### src/hdl/bdq_pkg.sv
package bdq_pkg;

  localparam int unsigned CAPACITY   = 256;
  localparam int unsigned DATA_WIDTH = 32;
  localparam int unsigned PTR_W      = $clog2(CAPACITY);
  localparam int unsigned CNT_W      = PTR_W + 1;
  localparam int unsigned OP_W       = 3;
  localparam int unsigned IDX_W      = 8;
  localparam int unsigned ST_W       = 2;

  typedef enum logic [OP_W-1:0] {
    OP_PUSH_BACK  = 3'd0,
    OP_PUSH_FRONT = 3'd1,
    OP_POP_BACK   = 3'd2,
    OP_POP_FRONT  = 3'd3,
    OP_READ       = 3'd4,
    OP_INSERT     = 3'd5,
    OP_ERASE      = 3'd6,
    OP_CLEAR      = 3'd7
  } op_e;

  typedef enum logic [ST_W-1:0] {
    ST_OK    = 2'd0,
    ST_FULL  = 2'd1,
    ST_EMPTY = 2'd2,
    ST_RANGE = 2'd3
  } stat_e;

  typedef enum logic [1:0] {
    KIND_DONE  = 2'd0,
    KIND_READ  = 2'd1,
    KIND_SHIFT = 2'd2
  } kind_e;

  typedef struct packed {
    op_e                   op;
    logic [DATA_WIDTH-1:0] value;
    logic [IDX_W-1:0]      index;
  } in_t;

  typedef struct packed {
    logic [DATA_WIDTH-1:0] read_data;
    logic [CNT_W-1:0]      count;
    stat_e                 status;
  } out_t;

  typedef struct packed {
    logic accept;
    logic rd_done;
    logic sh_rd;
    logic sh_wr;
    logic fin;
  } cmd_t;

  typedef struct packed {
    kind_e kind;
    logic  more;
  } sts_t;

endpackage

### src/hdl/bdq_ctrl.sv
module bdq_ctrl import bdq_pkg::*; (
  input  logic clk_i,
  input  logic rst_ni,
  input  logic in_valid_i,
  output logic in_stall_o,
  output logic out_valid_o,
  input  logic out_stall_i,
  input  sts_t sts_i,
  output cmd_t cmd_o
);

  typedef enum logic [4:0] {
    S_IDLE = 5'b00001,
    S_RD   = 5'b00010,
    S_SHRD = 5'b00100,
    S_SHWR = 5'b01000,
    S_FIN  = 5'b10000
  } state_e;

  state_e state_q, state_d;
  logic   out_valid_q, out_valid_d;
  logic   accept;

  assign in_stall_o  = (state_q != S_IDLE) || (out_valid_q && out_stall_i);
  assign accept      = in_valid_i && !in_stall_o;
  assign out_valid_o = out_valid_q;

  always_comb begin
    state_d = state_q;
    cmd_o   = '0;
    unique case (state_q)
      S_IDLE: begin
        cmd_o.accept = accept;
        if (accept) begin
          if (sts_i.kind == KIND_READ) begin
            state_d = S_RD;
          end else if (sts_i.kind == KIND_SHIFT) begin
            state_d = S_SHRD;
          end
        end
      end
      S_RD: begin
        cmd_o.rd_done = 1'b1;
        state_d       = S_IDLE;
      end
      S_SHRD: begin
        cmd_o.sh_rd = 1'b1;
        state_d     = sts_i.more ? S_SHWR : S_FIN;
      end
      S_SHWR: begin
        cmd_o.sh_wr = 1'b1;
        state_d     = S_SHRD;
      end
      S_FIN: begin
        cmd_o.fin = 1'b1;
        state_d   = S_IDLE;
      end
      default: state_d = S_IDLE;
    endcase
  end

  always_comb begin
    out_valid_d = out_valid_q && out_stall_i;
    if ((accept && sts_i.kind == KIND_DONE) || cmd_o.rd_done || cmd_o.fin) begin
      out_valid_d = 1'b1;
    end
  end

  always_ff @(posedge clk_i or negedge rst_ni) begin
    if (!rst_ni) begin
      state_q     <= S_IDLE;
      out_valid_q <= 1'b0;
    end else begin
      state_q     <= state_d;
      out_valid_q <= out_valid_d;
    end
  end

endmodule

### config.mk
export PLATFORM = sky130hd
export DESIGN_NAME = bdq_ctrl
export DESIGN_NICKNAME = d
export VERILOG_FILES = /design/src/hdl/bdq_pkg.sv /design/src/hdl/bdq_ctrl.sv
export SDC_FILE = /design/constraint.sdc
export NUM_CORES = 1
export LEC_CHECK = 0
export BUFFER_PORTS_ARGS = -buffer_cell sky130_fd_sc_hd__buf_2
export CAP_MARGIN = 5
export CORE_AREA = 5 5 42 44
export CTS_CLUSTER_DIAMETER = 200
export DETAILED_ROUTE_END_ITERATION = 7
export DIE_AREA = 0 0 47 49
export PLACE_DENSITY_LB_ADDON = 0.15
export SYNTH_ARGS = -nofsm -noshare
export SYNTH_HDL_FRONTEND = slang
export SYNTH_SLANG_ARGS = --single-unit
### constraint.sdc
create_clock -name clk_i -period 2.5 [get_ports clk_i]
set_input_delay 0.125 -clock clk_i [delete_from_list [all_inputs] [get_ports clk_i]]
set_output_delay 0.125 -clock clk_i [all_outputs]
set_load 0.05 [all_outputs]
# Yosys cells after proc, flatten, opt, wreduce, memory -nomap -nowiden
# Cells that the tools add are included.
[word_totals] out_inout_bits=7 input_bits=7 regBits=6
[op_classes] mux=11 n_eq_ne=10 reduce_logical=9
[ops] cell="$mux W5" count=4
[ops] cell="$pmux W5 S3" count=1
[ops] cell="$mux W1" count=6
[ops] cell="$eq A5 B1 Y1 const B" count=1
[ops] cell="$eq A5 B2 Y1 const B" count=1
[ops] cell="$eq A5 B3 Y1 const B" count=1
[ops] cell="$eq A5 B4 Y1 const B" count=1
[ops] cell="$eq A5 B5 Y1 const B" count=1
[ops] cell="$ne A5 B1 Y1 const B" count=1
[ops] cell="$logic_and A1 B1 Y1" count=3
[ops] cell="$logic_or A1 B1 Y1" count=3
[ops] cell="$ne A3 B3 Y1 const B" count=1
[ops] cell="$eq A2 B1 Y1 const B" count=1
[ops] cell="$eq A2 B2 Y1 const B" count=1
[ops] cell="$logic_not A2 Y1" count=1
[ops] cell="$ne A2 B2 Y1 const B" count=1
[ops] cell="$reduce_and A2 Y1" count=1
[ops] cell="$logic_not A1 Y1" count=1

# Logic depth before layout (Yosys ltp)
# Gate-level depths: netlist of the first run.
[logic_depth] ltp_word=8 mapped_depth=5 depth_no_buf=5

# Least setup slack after synthesis of the first run
# No wires, ideal clock.
[synth_timing] path_kind="reg2out" start="register state_q[3]" end="output port cmd_o[1] in the netlist's numbering" setup_slack_ns=0.290 stages_incl_launch_ff=3 required_time_ns=2.375 t_arrival_ns=2.085 cell_sequence="dfrtp_1 -> or2b_1 -> nor4_1"
[synth_rtl] element="start: declaration" line_no="bdq_ctrl.sv:20" source="state_e state_q, state_d;"
[synth_rtl] element="start signal: assignment" line_no="bdq_ctrl.sv:74" source="state_q <= state_d;"
[synth_rtl] element="end: declaration" line_no="bdq_ctrl.sv:9" source="output cmd_t cmd_o"

==> impl_metrics.ini, run 1 <==
[finish]
final_cells = 74
n_antenna_cell = 0
final_area_um2 = 480
mostFrequentLayoutCell = buf_2
utilization = 0.343
area_growth_pct = 31.1
final_cell_mix = buf_2 (13), nor2_1 (5), dfrtp_1 (5)
drive_gt1_frac = 0.293
nNetsFinal = 68

[setup_path]
reg2reg_slack_ns = 1.10
path_buf_inv = 1
r2r-end = state_q[2]
crit_arrival_ns = 1.61
path_cells = or3_1 > nor3b_1 > buf_2
path_depth = 3
r2r_cells = 3
cp-start-kind = register
crit_required_ns = 2.38
critPathCaptureType = output pin
worstPathMaxFanout = 7
cp_slowest_cell = dfrtp_1
slowest_delay_ns = 0.44
path_class = reg -> out
r2r_start = state_q[0]
cpLargestDelayFamily = simple AND/OR/NAND/NOR gates

[global_routing]
grt_use_total = 0.0862
grt_max_degree = 8
grt_antenna_before_repair = 0
grt_pass1_vias = 351
overflow = 0
grt_first_pass_wirelength_um = 1400

[clocking]
post-cts-setup-buffers = 0
cts_tree = yes
numCtsBuffers = 3
htree_levels = 1
clockRootBuffer = clkbuf_4
clock_sinks = 6
cts.path.max_buffers = 2
worst_skew_pair.late_latency_ns = 0.25
clk_pin_slew_worst_paths_ns = 0.05

[floorplanning]
die-area_um2 = 2300
coreArea_um2 = 1400
die_height_um = 49
initial_core_util = 0.262
io-pin-count = 14
row_count = 14
die_x_um = 47

[routing]
wl_um = 846
drtIter0Drc = 4
drc = 0
firstDrtPassIters = 4
via_per_inst = 4.95
routedWlPerCell_um = 11.4
num_vias = 366
postRouteAntennaNets = 0

[place]
port-buffer-count = 13
dp_slack_ns = 1.05
dp_cells = 69
placed_area_um2 = 444
gp_congestion = 0.728
hpwl_um = 691

[synth]
synthCells = 42
synthDominantCellAreaShare = 0.341
ys_seq_area_frac = 0.413
synth_warnings = 0
synth.area.top_cells = dfrtp_1 (34%), dfstp_2 (7.2%), ha_1 (6.8%), nor2_1 (5.1%), xnor2_1 (4.8%)
yosysUniqueCellTypes = 24
synth_fp_nets = 51
syn_area_per_cell_um2 = 8.73
yosysTopAreaCell = dfrtp_1
syn_area_um2 = 367
synth-seq-cells = 6

[timing]
skew_ns = 0.00116
timing.fmax_mhz = 578
setup_ws_ns = 0.769
setup_viol = 0
worst_pin_slew_ns = 0.356
fin_tns_setup_ns = 0
layout_min_cycle_time_ns = 1.73
finalCritPeriodShare = 0.692
hold_viol = 0
grt_setup_unrepaired = no
maxSlewHeadroom = 0.761
report.final.slew_viol_count = 0

[hold_path]
whs_path_depth = 2
min_from = sts_i[0]
min-delay-path-class = in -> reg
hold_end = state_q[4]

[power_and_ir_drop]
ir_worst_vdd_mv = 0.196
leakage_nw = 0.253
power.density_nw_per_um2 = 640

[job]
cap_viol_max_count = 0

[run_status]
status = completed
## cells in the mapped netlist
cell	instances
and3_1	1
dfstp_2	1
nand2b_1	1
o211ai_1	1
nor3b_1	2
buf_1	1
nor4b_1	1
a21boi_1	1
nand3_1	2
clkbuf_1	1
nor4_1	2
nor2_1	5
nor2b_1	1
o21ai_0	1
or2b_1	1
ha_1	2
nand4_1	1
nor3_1	1
nand2_1	3
or4b_1	1
or3_1	1
dfrtp_1	5
xnor2_1	2
inv_1	4
## flip-flops by register name (all words and copies together) (netlist names)
name         count
out_valid_o      1
state_q          5
## power by group
part,switching (mW),internal (mW)
clock,0.0390,0.0607
combinational,0.0640,0.0281
sequential,0.00930,0.107
total,0.112,0.195
## kinds of logic after synthesis
kind of cell | count (synthesis) | synth area share
AO/OA/AOI/OAI | 3 | 0.0546
adder cells (fa/ha/maj) | 2 | 0.0682
AND/OR/NAND/NOR | 23 | 0.355
buffers and inverters | 6 | 0.0614
flip-flops | 6 | 0.413
XOR/XNOR | 2 | 0.0478
## through the flow
step	total power [mW]	hold WS, ns
floorplan	0.185	-0.171
global placement	0.211	-0.0396
detailed placement	0.209	-0.0419
CTS	0.309	0.0353
global route	0.322	0.0344
finish	0.308	0.0315
## worst max-delay path by stage
stage,startpoint,to,slack (ns)
floorplan,state_q[3],cmd_o[1],0.29
global placement,state_q[2],cmd_o[0],0.99
detailed placement,state_q[2],cmd_o[0],1.05
CTS,state_q[2],cmd_o[0],0.77
global route,state_q[2],cmd_o[0],0.65
finish,state_q[2],cmd_o[0],0.77
## what timing repair did
action | in CTS | in global routing
hold buffers | 1 | 0
hold endpoints to repair | 6 | 0
resized for setup | 0 | 0
## area by class of cell
class                           instances  area, um^2
Clock buffer                            4        26.3
Fill cell                             160         921
Inverter                                4        15.0
Multi-Input combinational cell         30         193
Sequential cell                         6         151
Tap cell                               16        20.0
Timing Repair Buffer                   14        75.1
## per-layer routing
layer	track usage	part of all wire	vias to the layer above
met1	0.102	0.42	166
met3	0.0148	0.092	4
met5	0	0	-
met4	0.0829	0.039	0
met2	0.122	0.45	21
li1	-	-	175
Note: power is estimated with default switching activity, not from simulation.
==> run 2: changes to the inputs <==
==> constraint.sdc (replaced) <==
create_clock -name clk_i -period 1.7 [get_ports clk_i]
set_input_delay 0.085 -clock clk_i [delete_from_list [all_inputs] [get_ports clk_i]]
set_output_delay 0.085 -clock clk_i [all_outputs]
set_load 0.05 [all_outputs]
==> impl_metrics.ini, run 2 (synthesis gave the netlist of run 1 again) <==
[routing]
num_vias = 343
via_per_inst = 4.57
dr_wl_met3_um = 59
wl_um = 845
postRouteAntennaNets = 0
wl_met1_um = 387
drc = 0
routedWlPerCell_um = 11.3
firstDrtPassIters = 2
met2_length_um = 398
drtIter0Drc = 1
top_layer_used = met3

[timing]
timing.hold.ws_ns = 0.00728
skew_ns = 0.0132
report.final.slew_viol_count = 0
hold_viol = 0
worst_pin_slew_ns = 0.303
setup_viol = 0
grt_setup_unrepaired = no
maxSlewHeadroom = 0.796
finalCritPeriodShare = 0.965
layout_min_cycle_time_ns = 1.64
timing.fmax_mhz = 610

[floorplanning]
die_x_um = 47
initial_core_util = 0.262
die-area_um2 = 2300
coreArea_um2 = 1400
die_height_um = 49
io-pin-count = 14
row_count = 14

[clocking]
clockRootBuffer = clkbuf_4
cts.path.max_buffers = 2
worst_skew_pair.late_latency_ns = 0.25
htree_levels = 1
numCtsBuffers = 3
cts_tree = yes
clk_pin_slew_worst_paths_ns = 0.06
post-cts-setup-buffers = 0
clock_sinks = 6

[place]
dp_cells = 70
gp_congestion = 0.688
port-buffer-count = 13
hpwl_um = 663
placed_area_um2 = 474

[setup_path]
worstPathMaxFanout = 7
r2r_start = state_q[0]
crit_path_start = state_q[2]
cp-start-kind = register
crit_arrival_ns = 1.56
critPathCaptureType = output pin
path_class = reg -> out
crit_required_ns = 1.62

[finish]
area_growth_pct = 44.4
largest_reg_flops = 5
final_cell_mix = buf_2 (10), dfrtp_1 (5), inv_1 (4), nor2_1 (4), clkbuf_4 (4)
mostFrequentLayoutCell = buf_2
drive_gt1_frac = 0.407
final_cells = 75
n_antenna_cell = 0
fillers = 161
top_register = state_q
nNetsFinal = 69
final_area_um2 = 529

[power_and_ir_drop]
ir_worst_vdd_mv = 0.296
total_power_uw = 472
power.density_nw_per_um2 = 893
leakage_nw = 0.266

[hold_path]
min_from = sts_i[0]
min-delay-path-class = in -> reg

[job]
cap_viol_max_count = 0

[global_routing]
grt_first_pass_wirelength_um = 1400
overflow = 0
grt_pass1_vias = 351
grt_use_total = 0.0826
grt_antenna_before_repair = 0
grt_max_degree = 8

[run_status]
status = completed
run 2: path summary, 6_finish.rpt:
kind	to	slack, ns	cells after the start
max in group asynchronous	state_q[0]	1.27	2
min	state_q[4]	0.007	2
max	cmd_o[0]	0.06	3
min in group asynchronous	out_valid_o	0.19	2
min reg2reg	state_q[0]	0.56	2
max reg2reg	state_q[2]	0.32	3
run 2: critical path, cell delays in order, from the launching register on:
cell	delay, ns
dfrtp_1	0.46
or3_1	0.44
nor3b_2	0.19
buf_4	0.21
run 2: cell type report:
cell class,count,area [um^2],share of cell area
multi-input cells,30,226,0.428
flip-flops and latches,6,151,0.286
repair buffers,15,90.1,0.170
clock buffers,4,26.3,0.0496
well taps,16,20.0,0.0378
inverters,4,15.0,0.0284
run 2: layer usage:
layer	track usage	vias to the layer above
met5	0	-
met4	0.0276	0
met1	0.113	158
met3	0.0332	0
li1	-	178
met2	0.115	7
run 2: report_power, final:
group / switching [mW] / internal (mW)
clock network: 0.0548 / 0.0891
logic: 0.103 / 0.0534
registers: 0.0157 / 0.157
run 2: repair_timing:
item,in CTS,in global routing
resized for setup,1,5
setup endpoints to repair,1,3
hold buffers,1,0
gates cloned,0,0
endpoints found under the hold margin,6,0
run 2: stage by stage:
stage	TNS, ns	setup slack [ns]	util
floorplan	-0.470	-0.470	-
global placement	0	0.269	0.338
detailed placement	0	0.273	0.338
CTS	0	0.0127	0.366
global route	0	0.0118	0.378
finish	0	0.0595	0.378
==> run 3: changes to the inputs <==
--- a/config.mk
+++ b/config.mk
@@ -12,6 +12,7 @@
 export DETAILED_ROUTE_END_ITERATION = 7
 export DIE_AREA = 0 0 47 49
 export PLACE_DENSITY_LB_ADDON = 0.15
+export REMOVE_ABC_BUFFERS = 1
 export SYNTH_ARGS = -nofsm -noshare
 export SYNTH_HDL_FRONTEND = slang
 export SYNTH_SLANG_ARGS = --single-unit
==> impl_metrics.ini, run 3 (synthesis gave the netlist of run 1 again) <==
[timing]
report.final.slew_viol_count = 0
timing.hold.ws_ns = 0.108
skew_ns = 0.00887
maxSlewHeadroom = 0.790
grt_setup_unrepaired = yes
finalCritPeriodShare = 0.966
worst_pin_slew_ns = 0.311
hold_viol = 0
setup_viol = 0
timing.fmax_mhz = 609
layout_min_cycle_time_ns = 1.64

[finish]
mostFrequentLayoutCell = buf_2
n_antenna_cell = 0
final_area_um2 = 510
nNetsFinal = 69
final_cell_mix = buf_2 (10), nor2_1 (5), inv_1 (4), clkbuf_4 (4), dfrtp_1 (4)
final_cells = 75
drive_gt1_frac = 0.339
fillers = 158
largest_reg_flops = 5
utilization = 0.364
top_register = state_q
area_growth_pct = 39.2

[setup_path]
slowest_delay_ns = 0.45
cp_slowest_cell = dfrtp_2
crit_path_start = state_q[2]
path_class = reg -> out
cp-start-kind = register
crit_required_ns = 1.62
r2r_start = state_q[0]
path_buf_inv = 1
cpLargestDelayFamily = simple AND/OR/NAND/NOR gates
crit_arrival_ns = 1.56
worstPathMaxFanout = 7
critPathCaptureType = output pin
path_cells = or3_1 > nor3b_1 > buf_4

[clocking]
worst_skew_pair.late_latency_ns = 0.25
htree_levels = 1
clockRootBuffer = clkbuf_4
cts.path.max_buffers = 2
numCtsBuffers = 3
cts_tree = yes
clk_pin_slew_worst_paths_ns = 0.05
clock_sinks = 6

[power_and_ir_drop]
ir_worst_vdd_mv = 0.424
leakage_nw = 0.257
power.density_nw_per_um2 = 912

[global_routing]
overflow = 0
grt_antenna_before_repair = 0
grt_pass1_vias = 315
grt_first_pass_wirelength_um = 1360
grt_use_total = 0.0855
grt_max_degree = 8

[floorplanning]
initial_core_util = 0.262
die-area_um2 = 2300
io-pin-count = 14
row_count = 14
die_height_um = 49
die_x_um = 47
coreArea_um2 = 1400

[job]
cap_viol_max_count = 0

[place]
placed_area_um2 = 444
gp_congestion = 0.683
port-buffer-count = 13
dp_cells = 69

[routing]
met2_length_um = 415
via_per_inst = 4.64
wl_met1_um = 370
drc = 0
drtIter0Drc = 2
routedWlPerCell_um = 11.8
top_layer_used = met3
firstDrtPassIters = 4
wl_um = 887
num_vias = 348
dr_wl_met3_um = 100
postRouteAntennaNets = 0

[hold_path]
min_from = in_valid_i
min-delay-path-class = in -> reg

[run_status]
status = completed
==> run 3: worst min-delay path: stages <==
cell,delay (ns)
buf_2,0.12
nand3_1,0.08
nor2_1,0.04
==> run 3: cell type report <==
cell class	instances	area (um^2)	area share
Clock buffer	4	26.3	0.0515
Multi-Input combinational cell	30	204	0.400
Tap cell	16	20.0	0.0392
Sequential cell	6	153	0.299
Timing Repair Buffer	15	92.6	0.181
Inverter	4	15.0	0.0294
==> run 3: per-stage QoR <==
| stage | power (mW) | setup slack [ns] | setup TNS, ns |
|---|---|---|---|
| 6_report | 0.466 | 0.0579 | 0 |
| 5_1_grt | 0.497 | -0.0104 | -0.0242 |
| 4_1_cts | 0.467 | 0.0342 | 0 |
| 3_5_place_dp | 0.308 | 0.268 | 0 |
| 3_3_place_gp | 0.308 | 0.266 | 0 |
| 2_1_floorplan | 0.271 | -0.470 | -1.59 |
==> run 3: power breakdown <==
part | leakage, nW | internal, mW | switching (mW) | total, mW
Combinational | 0.165 | 0.0473 | 0.0950 | 0.142
Clock | 0.0150 | 0.0895 | 0.0607 | 0.150
Sequential | 0.0775 | 0.157 | 0.0160 | 0.173
==> run 3: path summary, 6_finish.rpt <==
| path | to | slack, ns | depth (start not counted) |
|---|---|---|---|
| setup / recovery | cmd_o[0] | 0.06 | 3 |
| setup reg to reg | state_q[2] | 0.31 | 3 |
| hold / removal | state_q[1] | 0.11 | 3 |
| min in group asynchronous | out_valid_o | 0.18 | 2 |
| hold reg to reg | state_q[0] | 0.56 | 2 |
| max in group asynchronous | state_q[0] | 1.29 | 2 |
==> run 3: timing repair <==
item	in CTS	in global routing
buffers inserted	0	0
hold endpoints to repair	7	0
endpoints found under the setup margin	2	4
resized for setup	2	4
hold buffers	2	0
==> run 3: routing by layer <==
layer / up-vias / GRT usage
met5: - / 0
met4: 0 / 0.0276
met3: 0 / 0.0664
met2: 17 / 0.122
met1: 154 / 0.0953
li1: 177 / -
